## src/sv/lph_pkg.sv

```systemverilog
// ----------------------------------------------------------------------------
// lph_pkg
// Shared types and constants for the linear probing hash table.
// ----------------------------------------------------------------------------
package lph_pkg;

  localparam int unsigned KeyW       = 64;
  localparam int unsigned HandleW    = 16;
  localparam int unsigned SlotOutW   = 4;
  localparam int unsigned MaxKeyBytes = 8;
  // (h + c) * c with h, c below 256 stays below 2^17
  localparam int unsigned ProdW      = 17;

  typedef enum logic [1:0] {
    KIND_INSERT = 2'd0,
    KIND_LOOKUP = 2'd1,
    KIND_DELETE = 2'd2
  } kind_e;

  typedef struct packed {
    logic [1:0]         kind;
    logic [KeyW-1:0]    key;
    logic [HandleW-1:0] record_handle;
  } lph_req_t;

  typedef struct packed {
    logic                ok;
    logic [HandleW-1:0]  found_handle;
    logic [SlotOutW-1:0] slot_index;
  } lph_rsp_t;

  // one RAM word per slot; empty slots are tracked by valid flops
  typedef struct packed {
    logic               tomb;
    logic [KeyW-1:0]    key;
    logic [HandleW-1:0] handle;
  } lph_entry_t;

  typedef struct packed {
    logic load;          // capture request, start hash
    logic hash_step;     // fold next key byte
    logic probe_start;   // pointer to home slot
    logic advance;       // next slot
    logic ram_rd;        // read slot at pointer
    logic write_insert;  // store key and handle at pointer
    logic write_tomb;    // mark slot at pointer deleted
    logic res_load;      // load result register
    logic res_hit;       // result is a hit
  } lph_cmd_t;

  typedef struct packed {
    logic       hash_done;
    logic       mod_busy;
    logic       slot_valid;
    logic       probe_last;
    logic       key_match;
    logic [1:0] kind;
  } lph_status_t;

endpackage

```

## src/sv/linear_probe_hash_table_core.sv

```systemverilog
// ----------------------------------------------------------------------------
// linear_probe_hash_table_core
// Open-addressing hash table with linear probing: insert, lookup, delete.
// ----------------------------------------------------------------------------
// Flow: the request is captured, the key is folded one byte per hash step
//   (reciprocal remainder unit when SLOTS is not a power of two), then slots
//   are probed from the home slot; lookup/delete read each occupied slot
//   from the single-port slot RAM (registered read) and compare its key.
// Throughput: one request at a time; the next is taken once the result sits
//   in the output register. Reset: all slots empty at once via valid flops.
// ----------------------------------------------------------------------------
module linear_probe_hash_table_core
  import lph_pkg::*;
#(
  parameter int unsigned SLOTS     = 16,
  parameter int unsigned KEY_BYTES = 8
) (
  input  logic     clk_i,
  input  logic     rst_ni,
  // request channel
  input  logic     in_valid_i,
  output logic     in_ready_o,
  input  lph_req_t in_req_i,
  // result channel
  output logic     out_valid_o,
  input  logic     out_ready_i,
  output lph_rsp_t out_rsp_o
);

  // Controller drives commands, datapath reports status; nothing else crosses.
  lph_cmd_t    cmd;
  lph_status_t st;

  lph_ctrl u_ctrl (
    .clk_i      (clk_i),
    .rst_ni     (rst_ni),
    .in_valid_i (in_valid_i),
    .in_ready_o (in_ready_o),
    .out_valid_o(out_valid_o),
    .out_ready_i(out_ready_i),
    .st_i       (st),
    .cmd_o      (cmd)
  );

  // Datapath holds the captured request, the hash fold, the probe pointer,
  // slot valid flops (empty vs written) and the slot RAM (key, handle, tomb).
  lph_dp #(
    .SLOTS    (SLOTS),
    .KEY_BYTES(KEY_BYTES)
  ) u_dp (
    .clk_i (clk_i),
    .rst_ni(rst_ni),
    .req_i (in_req_i),
    .cmd_i (cmd),
    .st_o  (st),
    .rsp_o (out_rsp_o)
  );

endmodule

```

## src/sv/lph_ram.sv

```systemverilog
// ----------------------------------------------------------------------------
// lph_ram
// Generic single-port RAM with registered read.
// ----------------------------------------------------------------------------
module lph_ram #(
  parameter int unsigned Width = 8,
  parameter int unsigned Depth = 16
) (
  input  logic                     clk_i,
  input  logic                     we_i,
  input  logic                     re_i,
  input  logic [$clog2(Depth)-1:0] addr_i,
  input  logic [Width-1:0]         wdata_i,
  output logic [Width-1:0]         rdata_o
);

  logic [Width-1:0] mem_q [Depth];
  logic [Width-1:0] rdata_q;

  always_ff @(posedge clk_i) begin
    if (we_i) begin
      mem_q[addr_i] <= wdata_i;
    end
    if (re_i) begin
      rdata_q <= mem_q[addr_i];
    end
  end

  assign rdata_o = rdata_q;

endmodule

```

## src/sv/lph_ctrl.sv

```systemverilog
// ----------------------------------------------------------------------------
// lph_ctrl
// Sequencer: hash, probe, compare and result handover.
// ----------------------------------------------------------------------------
module lph_ctrl
  import lph_pkg::*;
(
  input  logic        clk_i,
  input  logic        rst_ni,
  input  logic        in_valid_i,
  output logic        in_ready_o,
  output logic        out_valid_o,
  input  logic        out_ready_i,
  input  lph_status_t st_i,
  output lph_cmd_t    cmd_o
);

  typedef enum logic [2:0] {
    ST_IDLE,
    ST_HASH,
    ST_INS,
    ST_LK_ADDR,
    ST_LK_CMP,
    ST_DONE_HIT,
    ST_DONE_MISS
  } state_e;

  state_e state_q, state_d;
  logic   out_valid_q;
  logic   out_free;

  assign out_free   = !out_valid_q || out_ready_i;
  assign in_ready_o = (state_q == ST_IDLE);

  always_comb begin
    state_d = state_q;
    cmd_o   = '0;
    unique case (state_q) inside
      ST_IDLE: begin
        if (in_valid_i) begin
          cmd_o.load = 1'b1;
          state_d    = ST_HASH;
        end
      end
      ST_HASH: begin
        if (st_i.hash_done) begin
          case (st_i.kind) inside
            KIND_INSERT: begin
              cmd_o.probe_start = 1'b1;
              state_d           = ST_INS;
            end
            KIND_LOOKUP, KIND_DELETE: begin
              cmd_o.probe_start = 1'b1;
              state_d           = ST_LK_ADDR;
            end
            default: state_d = ST_DONE_MISS;
          endcase
        end else if (!st_i.mod_busy) begin
          cmd_o.hash_step = 1'b1;
        end
      end
      ST_INS: begin
        if (!st_i.slot_valid) begin
          cmd_o.write_insert = 1'b1;
          state_d            = ST_DONE_HIT;
        end else if (st_i.probe_last) begin
          state_d = ST_DONE_MISS;
        end else begin
          cmd_o.advance = 1'b1;
        end
      end
      ST_LK_ADDR: begin
        if (st_i.slot_valid) begin
          cmd_o.ram_rd = 1'b1;
          state_d      = ST_LK_CMP;
        end else if (st_i.probe_last) begin
          state_d = ST_DONE_MISS;
        end else begin
          cmd_o.advance = 1'b1;
        end
      end
      ST_LK_CMP: begin
        if (st_i.key_match) begin
          cmd_o.write_tomb = (st_i.kind == KIND_DELETE);
          state_d          = ST_DONE_HIT;
        end else if (st_i.probe_last) begin
          state_d = ST_DONE_MISS;
        end else begin
          cmd_o.advance = 1'b1;
          state_d       = ST_LK_ADDR;
        end
      end
      ST_DONE_HIT, ST_DONE_MISS: begin
        if (out_free) begin
          cmd_o.res_load = 1'b1;
          cmd_o.res_hit  = (state_q == ST_DONE_HIT);
          state_d        = ST_IDLE;
        end
      end
      default: state_d = ST_IDLE;
    endcase
  end

  always_ff @(posedge clk_i or negedge rst_ni) begin
    if (!rst_ni) begin
      state_q     <= ST_IDLE;
      out_valid_q <= 1'b0;
    end else begin
      state_q <= state_d;
      if (cmd_o.res_load) begin
        out_valid_q <= 1'b1;
      end else if (out_ready_i) begin
        out_valid_q <= 1'b0;
      end
    end
  end

  assign out_valid_o = out_valid_q;

endmodule

```

## src/sv/lph_dp.sv

```systemverilog
// ----------------------------------------------------------------------------
// lph_dp
// Datapath: key cut, byte-serial hash fold, probe pointer, slot store.
// ----------------------------------------------------------------------------
module lph_dp
  import lph_pkg::*;
#(
  parameter int unsigned SLOTS     = 16,
  parameter int unsigned KEY_BYTES = 8
) (
  input  logic        clk_i,
  input  logic        rst_ni,
  input  lph_req_t    req_i,
  input  lph_cmd_t    cmd_i,
  output lph_status_t st_o,
  output lph_rsp_t    rsp_o
);

  localparam int unsigned IdxW  = (SLOTS > 1) ? $clog2(SLOTS) : 1;
  localparam int unsigned LenW  = $clog2(MaxKeyBytes + 1);
  localparam bit          Pow2  = ((1 << IdxW) == SLOTS);
  localparam int unsigned EntW  = $bits(lph_entry_t);

  logic [1:0]         kind_q;
  logic [KeyW-1:0]    key_q;
  logic [HandleW-1:0] handle_q;
  logic [LenW-1:0]    len_q, byte_idx_q;
  logic [IdxW-1:0]    h_q;
  logic [IdxW-1:0]    ptr_q, cnt_q;
  logic [SLOTS-1:0]   valid_q;
  lph_rsp_t           rsp_q;

  // key cut at first zero byte or KEY_BYTES
  logic [KeyW-1:0] cut_key;
  logic [LenW-1:0] cut_len;
  always_comb begin
    logic alive;
    alive   = 1'b1;
    cut_key = '0;
    cut_len = '0;
    for (int b = 0; b < MaxKeyBytes; b++) begin
      alive = alive && (b < KEY_BYTES) && (req_i.key[b*8 +: 8] != 8'd0);
      if (alive) begin
        cut_key[b*8 +: 8] = req_i.key[b*8 +: 8];
        cut_len           = cut_len + 1'b1;
      end
    end
  end

  // hash fold: (h + c) * c
  logic [7:0]       cur_byte;
  logic [8:0]       hc_sum;
  logic [ProdW-1:0] prod;
  logic             hash_wr;
  logic [IdxW-1:0]  hash_wr_val;
  logic             mod_busy;

  assign cur_byte = key_q[{byte_idx_q[2:0], 3'b000} +: 8];
  assign hc_sum   = 9'(h_q) + 9'(cur_byte);
  assign prod     = ProdW'(hc_sum) * ProdW'(cur_byte);

  if (Pow2) begin : g_mod_mask
    assign hash_wr     = cmd_i.hash_step;
    assign hash_wr_val = prod[IdxW-1:0];
    assign mod_busy    = 1'b0;
  end else begin : g_mod_recip
    // remainder by reciprocal multiply: exact quotient registered in the first phase,
    // multiply back and subtract in the next
    localparam int unsigned RecSh = ProdW + IdxW;
    localparam int unsigned RecW  = ProdW + 1;
    localparam int unsigned MulW  = ProdW + RecW;
    localparam logic [RecW-1:0] Recip =
      RecW'(((64'd1 << RecSh) + 64'(SLOTS) - 64'd1) / 64'(SLOTS));

    logic [ProdW-1:0] prod_q, quo_q, quo_d, rem_d;
    logic [MulW-1:0]  mul_full;
    logic             busy_q, phase_q;

    assign mul_full = MulW'(prod_q) * MulW'(Recip);
    assign quo_d    = ProdW'(mul_full >> RecSh);
    assign rem_d    = prod_q - quo_q * ProdW'(SLOTS);

    always_ff @(posedge clk_i or negedge rst_ni) begin
      if (!rst_ni) begin
        busy_q  <= 1'b0;
        phase_q <= 1'b0;
      end else if (cmd_i.hash_step) begin
        busy_q  <= 1'b1;
        phase_q <= 1'b0;
      end else if (busy_q) begin
        busy_q  <= !phase_q;
        phase_q <= !phase_q;
      end
    end

    always_ff @(posedge clk_i) begin
      if (cmd_i.hash_step) begin
        prod_q <= prod;
      end
      if (busy_q && !phase_q) begin
        quo_q <= quo_d;
      end
    end

    assign hash_wr     = busy_q && phase_q;
    assign hash_wr_val = rem_d[IdxW-1:0];
    assign mod_busy    = busy_q;
  end

  always_ff @(posedge clk_i) begin
    if (cmd_i.load) begin
      kind_q     <= req_i.kind;
      key_q      <= cut_key;
      handle_q   <= req_i.record_handle;
      len_q      <= cut_len;
      byte_idx_q <= '0;
      h_q        <= '0;
    end else if (hash_wr) begin
      h_q        <= hash_wr_val;
      byte_idx_q <= byte_idx_q + 1'b1;
    end
    if (cmd_i.probe_start) begin
      ptr_q <= h_q;
      cnt_q <= IdxW'(SLOTS - 1);
    end else if (cmd_i.advance) begin
      ptr_q <= (ptr_q == IdxW'(SLOTS - 1)) ? '0 : ptr_q + 1'b1;
      cnt_q <= cnt_q - 1'b1;
    end
  end

  // slot store
  lph_entry_t ram_wdata, ram_rdata;
  logic       ram_we;

  assign ram_we = cmd_i.write_insert || cmd_i.write_tomb;

  always_comb begin
    ram_wdata.tomb   = cmd_i.write_tomb;
    ram_wdata.key    = key_q;
    ram_wdata.handle = handle_q;
  end

  lph_ram #(
    .Width(EntW),
    .Depth(SLOTS)
  ) u_slot_ram (
    .clk_i  (clk_i),
    .we_i   (ram_we),
    .re_i   (cmd_i.ram_rd),
    .addr_i (ptr_q),
    .wdata_i(ram_wdata),
    .rdata_o(ram_rdata)
  );

  always_ff @(posedge clk_i or negedge rst_ni) begin
    if (!rst_ni) begin
      valid_q <= '0;
    end else if (cmd_i.write_insert) begin
      valid_q[ptr_q] <= 1'b1;
    end
  end

  always_ff @(posedge clk_i) begin
    if (cmd_i.res_load) begin
      if (cmd_i.res_hit) begin
        rsp_q.ok           <= 1'b1;
        rsp_q.found_handle <= (kind_q == KIND_INSERT) ? '0 : ram_rdata.handle;
        rsp_q.slot_index   <= SlotOutW'(ptr_q);
      end else begin
        rsp_q <= '0;
      end
    end
  end

  assign rsp_o = rsp_q;

  always_comb begin
    st_o.hash_done  = (byte_idx_q == len_q) && !mod_busy;
    st_o.mod_busy   = mod_busy;
    st_o.slot_valid = valid_q[ptr_q];
    st_o.probe_last = (cnt_q == '0);
    st_o.key_match  = !ram_rdata.tomb && (ram_rdata.key == key_q);
    st_o.kind       = kind_q;
  end

  // insert only ever lands on a never-used slot
  a_ins_empty: assert property (@(posedge clk_i) disable iff (!rst_ni)
    cmd_i.write_insert |-> !valid_q[ptr_q])
    else $error("insert onto an occupied slot");

  // delete only marks a live matching entry
  a_tomb_match: assert property (@(posedge clk_i) disable iff (!rst_ni)
    cmd_i.write_tomb |-> valid_q[ptr_q] && st_o.key_match)
    else $error("tombstone written without a match");

  // no new byte fold while the remainder unit is busy
  a_fold_busy: assert property (@(posedge clk_i) disable iff (!rst_ni)
    mod_busy |-> !cmd_i.hash_step)
    else $error("hash step during remainder");

  // probe pointer wraps inside the table
  a_ptr_range: assert property (@(posedge clk_i) disable iff (!rst_ni)
    $past(cmd_i.advance || cmd_i.probe_start) |-> ptr_q <= IdxW'(SLOTS - 1))
    else $error("probe pointer out of range");

endmodule

```

## config.mk

```make
export PLATFORM = sky130hd
export DESIGN_NAME = linear_probe_hash_table_core
export DESIGN_NICKNAME = d
export VERILOG_FILES = /design/src/sv/lph_pkg.sv /design/src/sv/linear_probe_hash_table_core.sv /design/src/sv/lph_ram.sv /design/src/sv/lph_ctrl.sv /design/src/sv/lph_dp.sv
export SDC_FILE = /design/constraint.sdc
export NUM_CORES = 2
export LEC_CHECK = 0
export ABC_AREA = 1
export BUFFER_PORTS_ARGS = -buffer_cell sky130_fd_sc_hd__buf_4
export CAP_MARGIN = 30
export CELL_PAD_IN_SITES_DETAIL_PLACEMENT = 0
export CELL_PAD_IN_SITES_GLOBAL_PLACEMENT = 1
export CORE_MARGIN = 2
export CORE_UTILIZATION = 47
export CTS_CLUSTER_SIZE = 40
export DETAILED_ROUTE_END_ITERATION = 12
export GPL_TIMING_DRIVEN = 1
export HOLD_SLACK_MARGIN = 0.05
export PLACE_DENSITY_LB_ADDON = 0.1
export SKIP_LAST_GASP = 1
export SYNTH_ARGS = -nofsm -noshare
export SYNTH_HDL_FRONTEND = slang
export SYNTH_SLANG_ARGS = --single-unit
```

## constraint.sdc

```tcl
create_clock -name clk_i -period 6.37 [get_ports clk_i]
set_input_delay 1.274 -clock clk_i [delete_from_list [all_inputs] [get_ports clk_i]]
set_output_delay 1.274 -clock clk_i [all_outputs]
set_load 0.05 [all_outputs]
```

==> impl_metrics.csv <==
group,metric,value,unit
run_status,outcome,"finished, final reports clean",
routing,via_count,36876,
placed_design,port_buffers,108,
clock_network,post-cts-setup-buffers,0,
synth,synth_top_family_by_area,"simple AND/OR/NAND/NOR gates",
cells_and_area,diodes,0,
synth,synth_cell_type_count,45,
worst_setup_path,worstPathRequired,7.02,ns
worst_setup_path,endpoint_kind,"register",
clock_network,cts_tree,"done",
synth,synth_simple_gate_area_frac,0.100,
floorplanning,core,127000,um^2
placed_design,hpwl,80.0,mm
routing,via_per_inst,5.69,
clock_network,htree_levels,4,
synth,syn_inst,4624,
cells_and_area,drive_gt1_frac,0.0943,
timing,holdWs,0.398,ns
clock_network,ctsHoldBuffers,0,
synth,synth.area.top_cells,"edfxtp_1, o21ai_0, nor2_1, o22ai_1, nand2_1",
power,power.leakage,22.6,nW
worst_setup_path,worstSetupPathType,"reg -> reg",
power,netSwitchingPower,10.8,mW
worst_setup_path,cp-start-kind,"register",
power,internal_power,20.0,mW
synth,syn_nets,4733,
grt,antenna_found_initial,2,
clock_network,cts_resized,0,
power,peakVddDrop,0.411,mV
routing,wl_per_cell,25.1,um
flow_run,max_cap_violations,0,
clock_network,clk_latency,0.77,ns
grt,grt_max_degree,205,
synth,synthAdderAreaFrac,0.00493,
synth,synth_top_area_cell,"edfxtp_1",
timing,tightestPinTransition,1.05,ns
power,p_per_area,455,nW/um^2
routing,drt-initial-drc-count,3993,
synth,ys_async_sr_fraction,0.0132,
cells_and_area,post-route-cell-area,67700,um^2
synth,synth-compound-area-share,0.0990,
synth,ys_ff_latch,1520,
timing,report.final.setup_viol,0,
clock_network,root_buffer,"clkbuf_16",
synth,yosysWarningCount,0,
grt,grt_pass1_vias,35173,
cells_and_area,n_fill_cell,10733,
power,switching_share,0.350,
floorplanning,placementRows,131,
synth,synth.most_common_cell,"edfxtp_1",
clock_network,cts_sinks,1520,
worst_setup_path,reg2reg_depth,24,
power,total_power,30.8,mW
synth,synthFlopType,"edfxtp_1",
routing,ant_nets,0,
worst_setup_path,ff2ff_setup_slack,1.72,ns
clock_network,cts_buffer_depth,3,
cells_and_area,finalNetCount,4806,
cells_and_area,multi_input_area,12800,um^2
timing,clock_skew,0.0253,ns
synth,syn-cell-area,59900,um^2
routing,routed_wirelength,162,mm
power,clkPwrFrac,0.286,
timing,drv_slew,0,
timing,fin_crit_sh,0.731,
synth,synth_top_cell_area_share,0.745,
min_path,hold_path.class,"in -> async",
floorplanning,initial_core_util,0.472,
timing,setup_tns,0,ns
power,pwr-share-seq,0.421,
grt,gr-total-overflow,0,
timing,max_slew_margin,0.302,
cells_and_area,areaGrowthSynthToFinish,12.9,%
worst_setup_path,cp.arrival,5.30,ns
synth,synth_mux_area_frac,0,
timing,final_hold_viol_count,0,
timing,rsz0062_at_grt,"no",
synth,synth_common_cells,"edfxtp_1, nor2_1, o21ai_0",
placed_design,place_congestion,0.805,
synth,avgSynthCellArea,13.0,um^2
synth,synth_xor_area_frac,0.00614,
grt,grt_pass1_wl,238,mm
floorplanning,die_width,361,um
power,combPwrFrac,0.292,
routing,route.detailed.drc,0,
floorplanning,ios,109,
timing,min_period,4.65,ns
routing,firstDrtPassIters,5,
placed_design,placed_cell_area,62800,um^2
floorplanning,die_h,361,um
timing,fmax,0.215,GHz
clock_network,numCtsBuffers,158,
floorplanning,die_area,130000,um^2
grt,track_usage,0.248,
clock_network,path_clk_slew,0.06,ns
worst_setup_path,cp_max_fo,19,
cells_and_area,seqCellArea,45400,um^2
synth,ys_seq_area_frac,0.758,
synth,synth_edf_count,1488,
## power groups by stage
stage / sequential, mW / combinational (mW) / clock (mW)
detailed placement: 13.2 / 9.05 / 0
CTS: 13.0 / 9.10 / 8.98
floorplan: 13.1 / 5.97 / 0
global placement: 13.2 / 8.97 / 0
global route: 13.1 / 9.98 / 9.37
finish: 13.0 / 9.01 / 8.83
## worst max-delay path, stage by stage, from the launching register on
cell     delay [ns]
dfxtp_1        0.78
buf_16         0.23
inv_4          0.15
a21oi_1        0.29
o21ai_0        0.22
nand2_1        0.17
nand2_1        0.09
o21ai_1        0.20
ha_1           0.25
inv_1          0.06
fa_1           0.56
nor2_1         0.06
ha_1           0.28
ha_1           0.30
ha_1           0.19
xor2_1         0.16
inv_1          0.05
nand2_1        0.07
nand2_1        0.05
nand2_1        0.06
nand2_1        0.06
nand2_1        0.06
nand2_1        0.04
nor2_1         0.09
nor2_1         0.04
## state kept, by name, indices dropped and copies added, names as in the netlist
signal / count
u_dp.u_slot_ram.mem_q: 1296
u_ctrl.state_q: 3
u_dp.rsp_o: 21
u_ctrl.out_valid_o: 1
u_dp.kind_q: 2
u_dp.u_slot_ram.rdata_o: 81
u_dp.key_q: 64
u_dp.cnt_q: 4
u_dp.h_q: 4
u_dp.ptr_q: 4
u_dp.len_q: 4
u_dp.handle_q: 16
u_dp.byte_idx_q: 4
u_dp.valid_q: 16
## kinds of logic after synthesis
logic type,Yosys count
compound gates,1082
flops,1520
fa+ha+maj,23
buf+inv,466
simple gates,1491
xor+xnor,42
## placed cells by master (no fill, tap or decap), types with 10 or more instances in the layout
cell | Yosys | routed
clkbuf_1 | 196 | 43
xor2_1 | 22 | 22
nor3_1 | 10 | 10
inv_1 | 166 | 165
buf_4 | 6 | 169
a21oi_1 | 25 | 18
buf_12 | 0 | 16
o21ai_1 | 77 | 77
inv_2 | 19 | 17
nand4_1 | 97 | 97
edfxtp_1 | 1488 | 1488
o22ai_1 | 330 | 330
nor2_1 | 812 | 806
ha_1 | 22 | 22
clkinv_1 | 1 | 35
nand3_1 | 41 | 41
nand2_1 | 501 | 501
xnor2_1 | 20 | 20
clkinv_2 | 0 | 16
o21ai_0 | 621 | 621
clkbuf_16 | 0 | 165
a21oi_4 | 0 | 16
dfrtp_1 | 20 | 20
dfxtp_1 | 12 | 12
## through the flow
| step | setup WS [ns] | instances | utilization |
|---|---|---|---|
| after floorplan | 0.159 | 4624 | - |
| after global placement | 1.13 | 6192 | 0.493 |
| after detailed placement | 1.60 | 6198 | 0.494 |
| after CTS | 1.71 | 6475 | 0.533 |
| after global routing | 1.46 | 6476 | 0.533 |
| final | 1.72 | 6476 | 0.533 |
## final cells by class
cell class,instances,area share
flip-flops and latches,1520,0.671
multi-input cells,2638,0.189
clock buffers,210,0.0638
well taps,1662,0.0307
repair buffers,192,0.0263
inverters,187,0.0107
clock inverters,67,0.00826
## path summary, 6_finish.rpt
kind | end | startpoint
max in group asynchronous | u_dp.valid_q[13] | rst_ni
min in group clk_i | u_dp.valid_q[2] | u_dp.valid_q[2]
max | u_dp.h_q[3] | u_dp.byte_idx_q[0]
min reg2reg | u_dp.valid_q[2] | u_dp.valid_q[2]
max reg2reg | u_dp.h_q[3] | u_dp.byte_idx_q[0]
min | u_ctrl.out_valid_o | rst_ni
## layer usage
metal	global-route usage	up-vias	wire length [um]
met4	0.0665	0	3490
met5	0	-	0
met1	0.358	18497	72500
met2	0.396	1194	76800
li1	-	16963	-
met3	0.0342	222	9650
No activity file was read; power rests on OpenSTA's default activity.
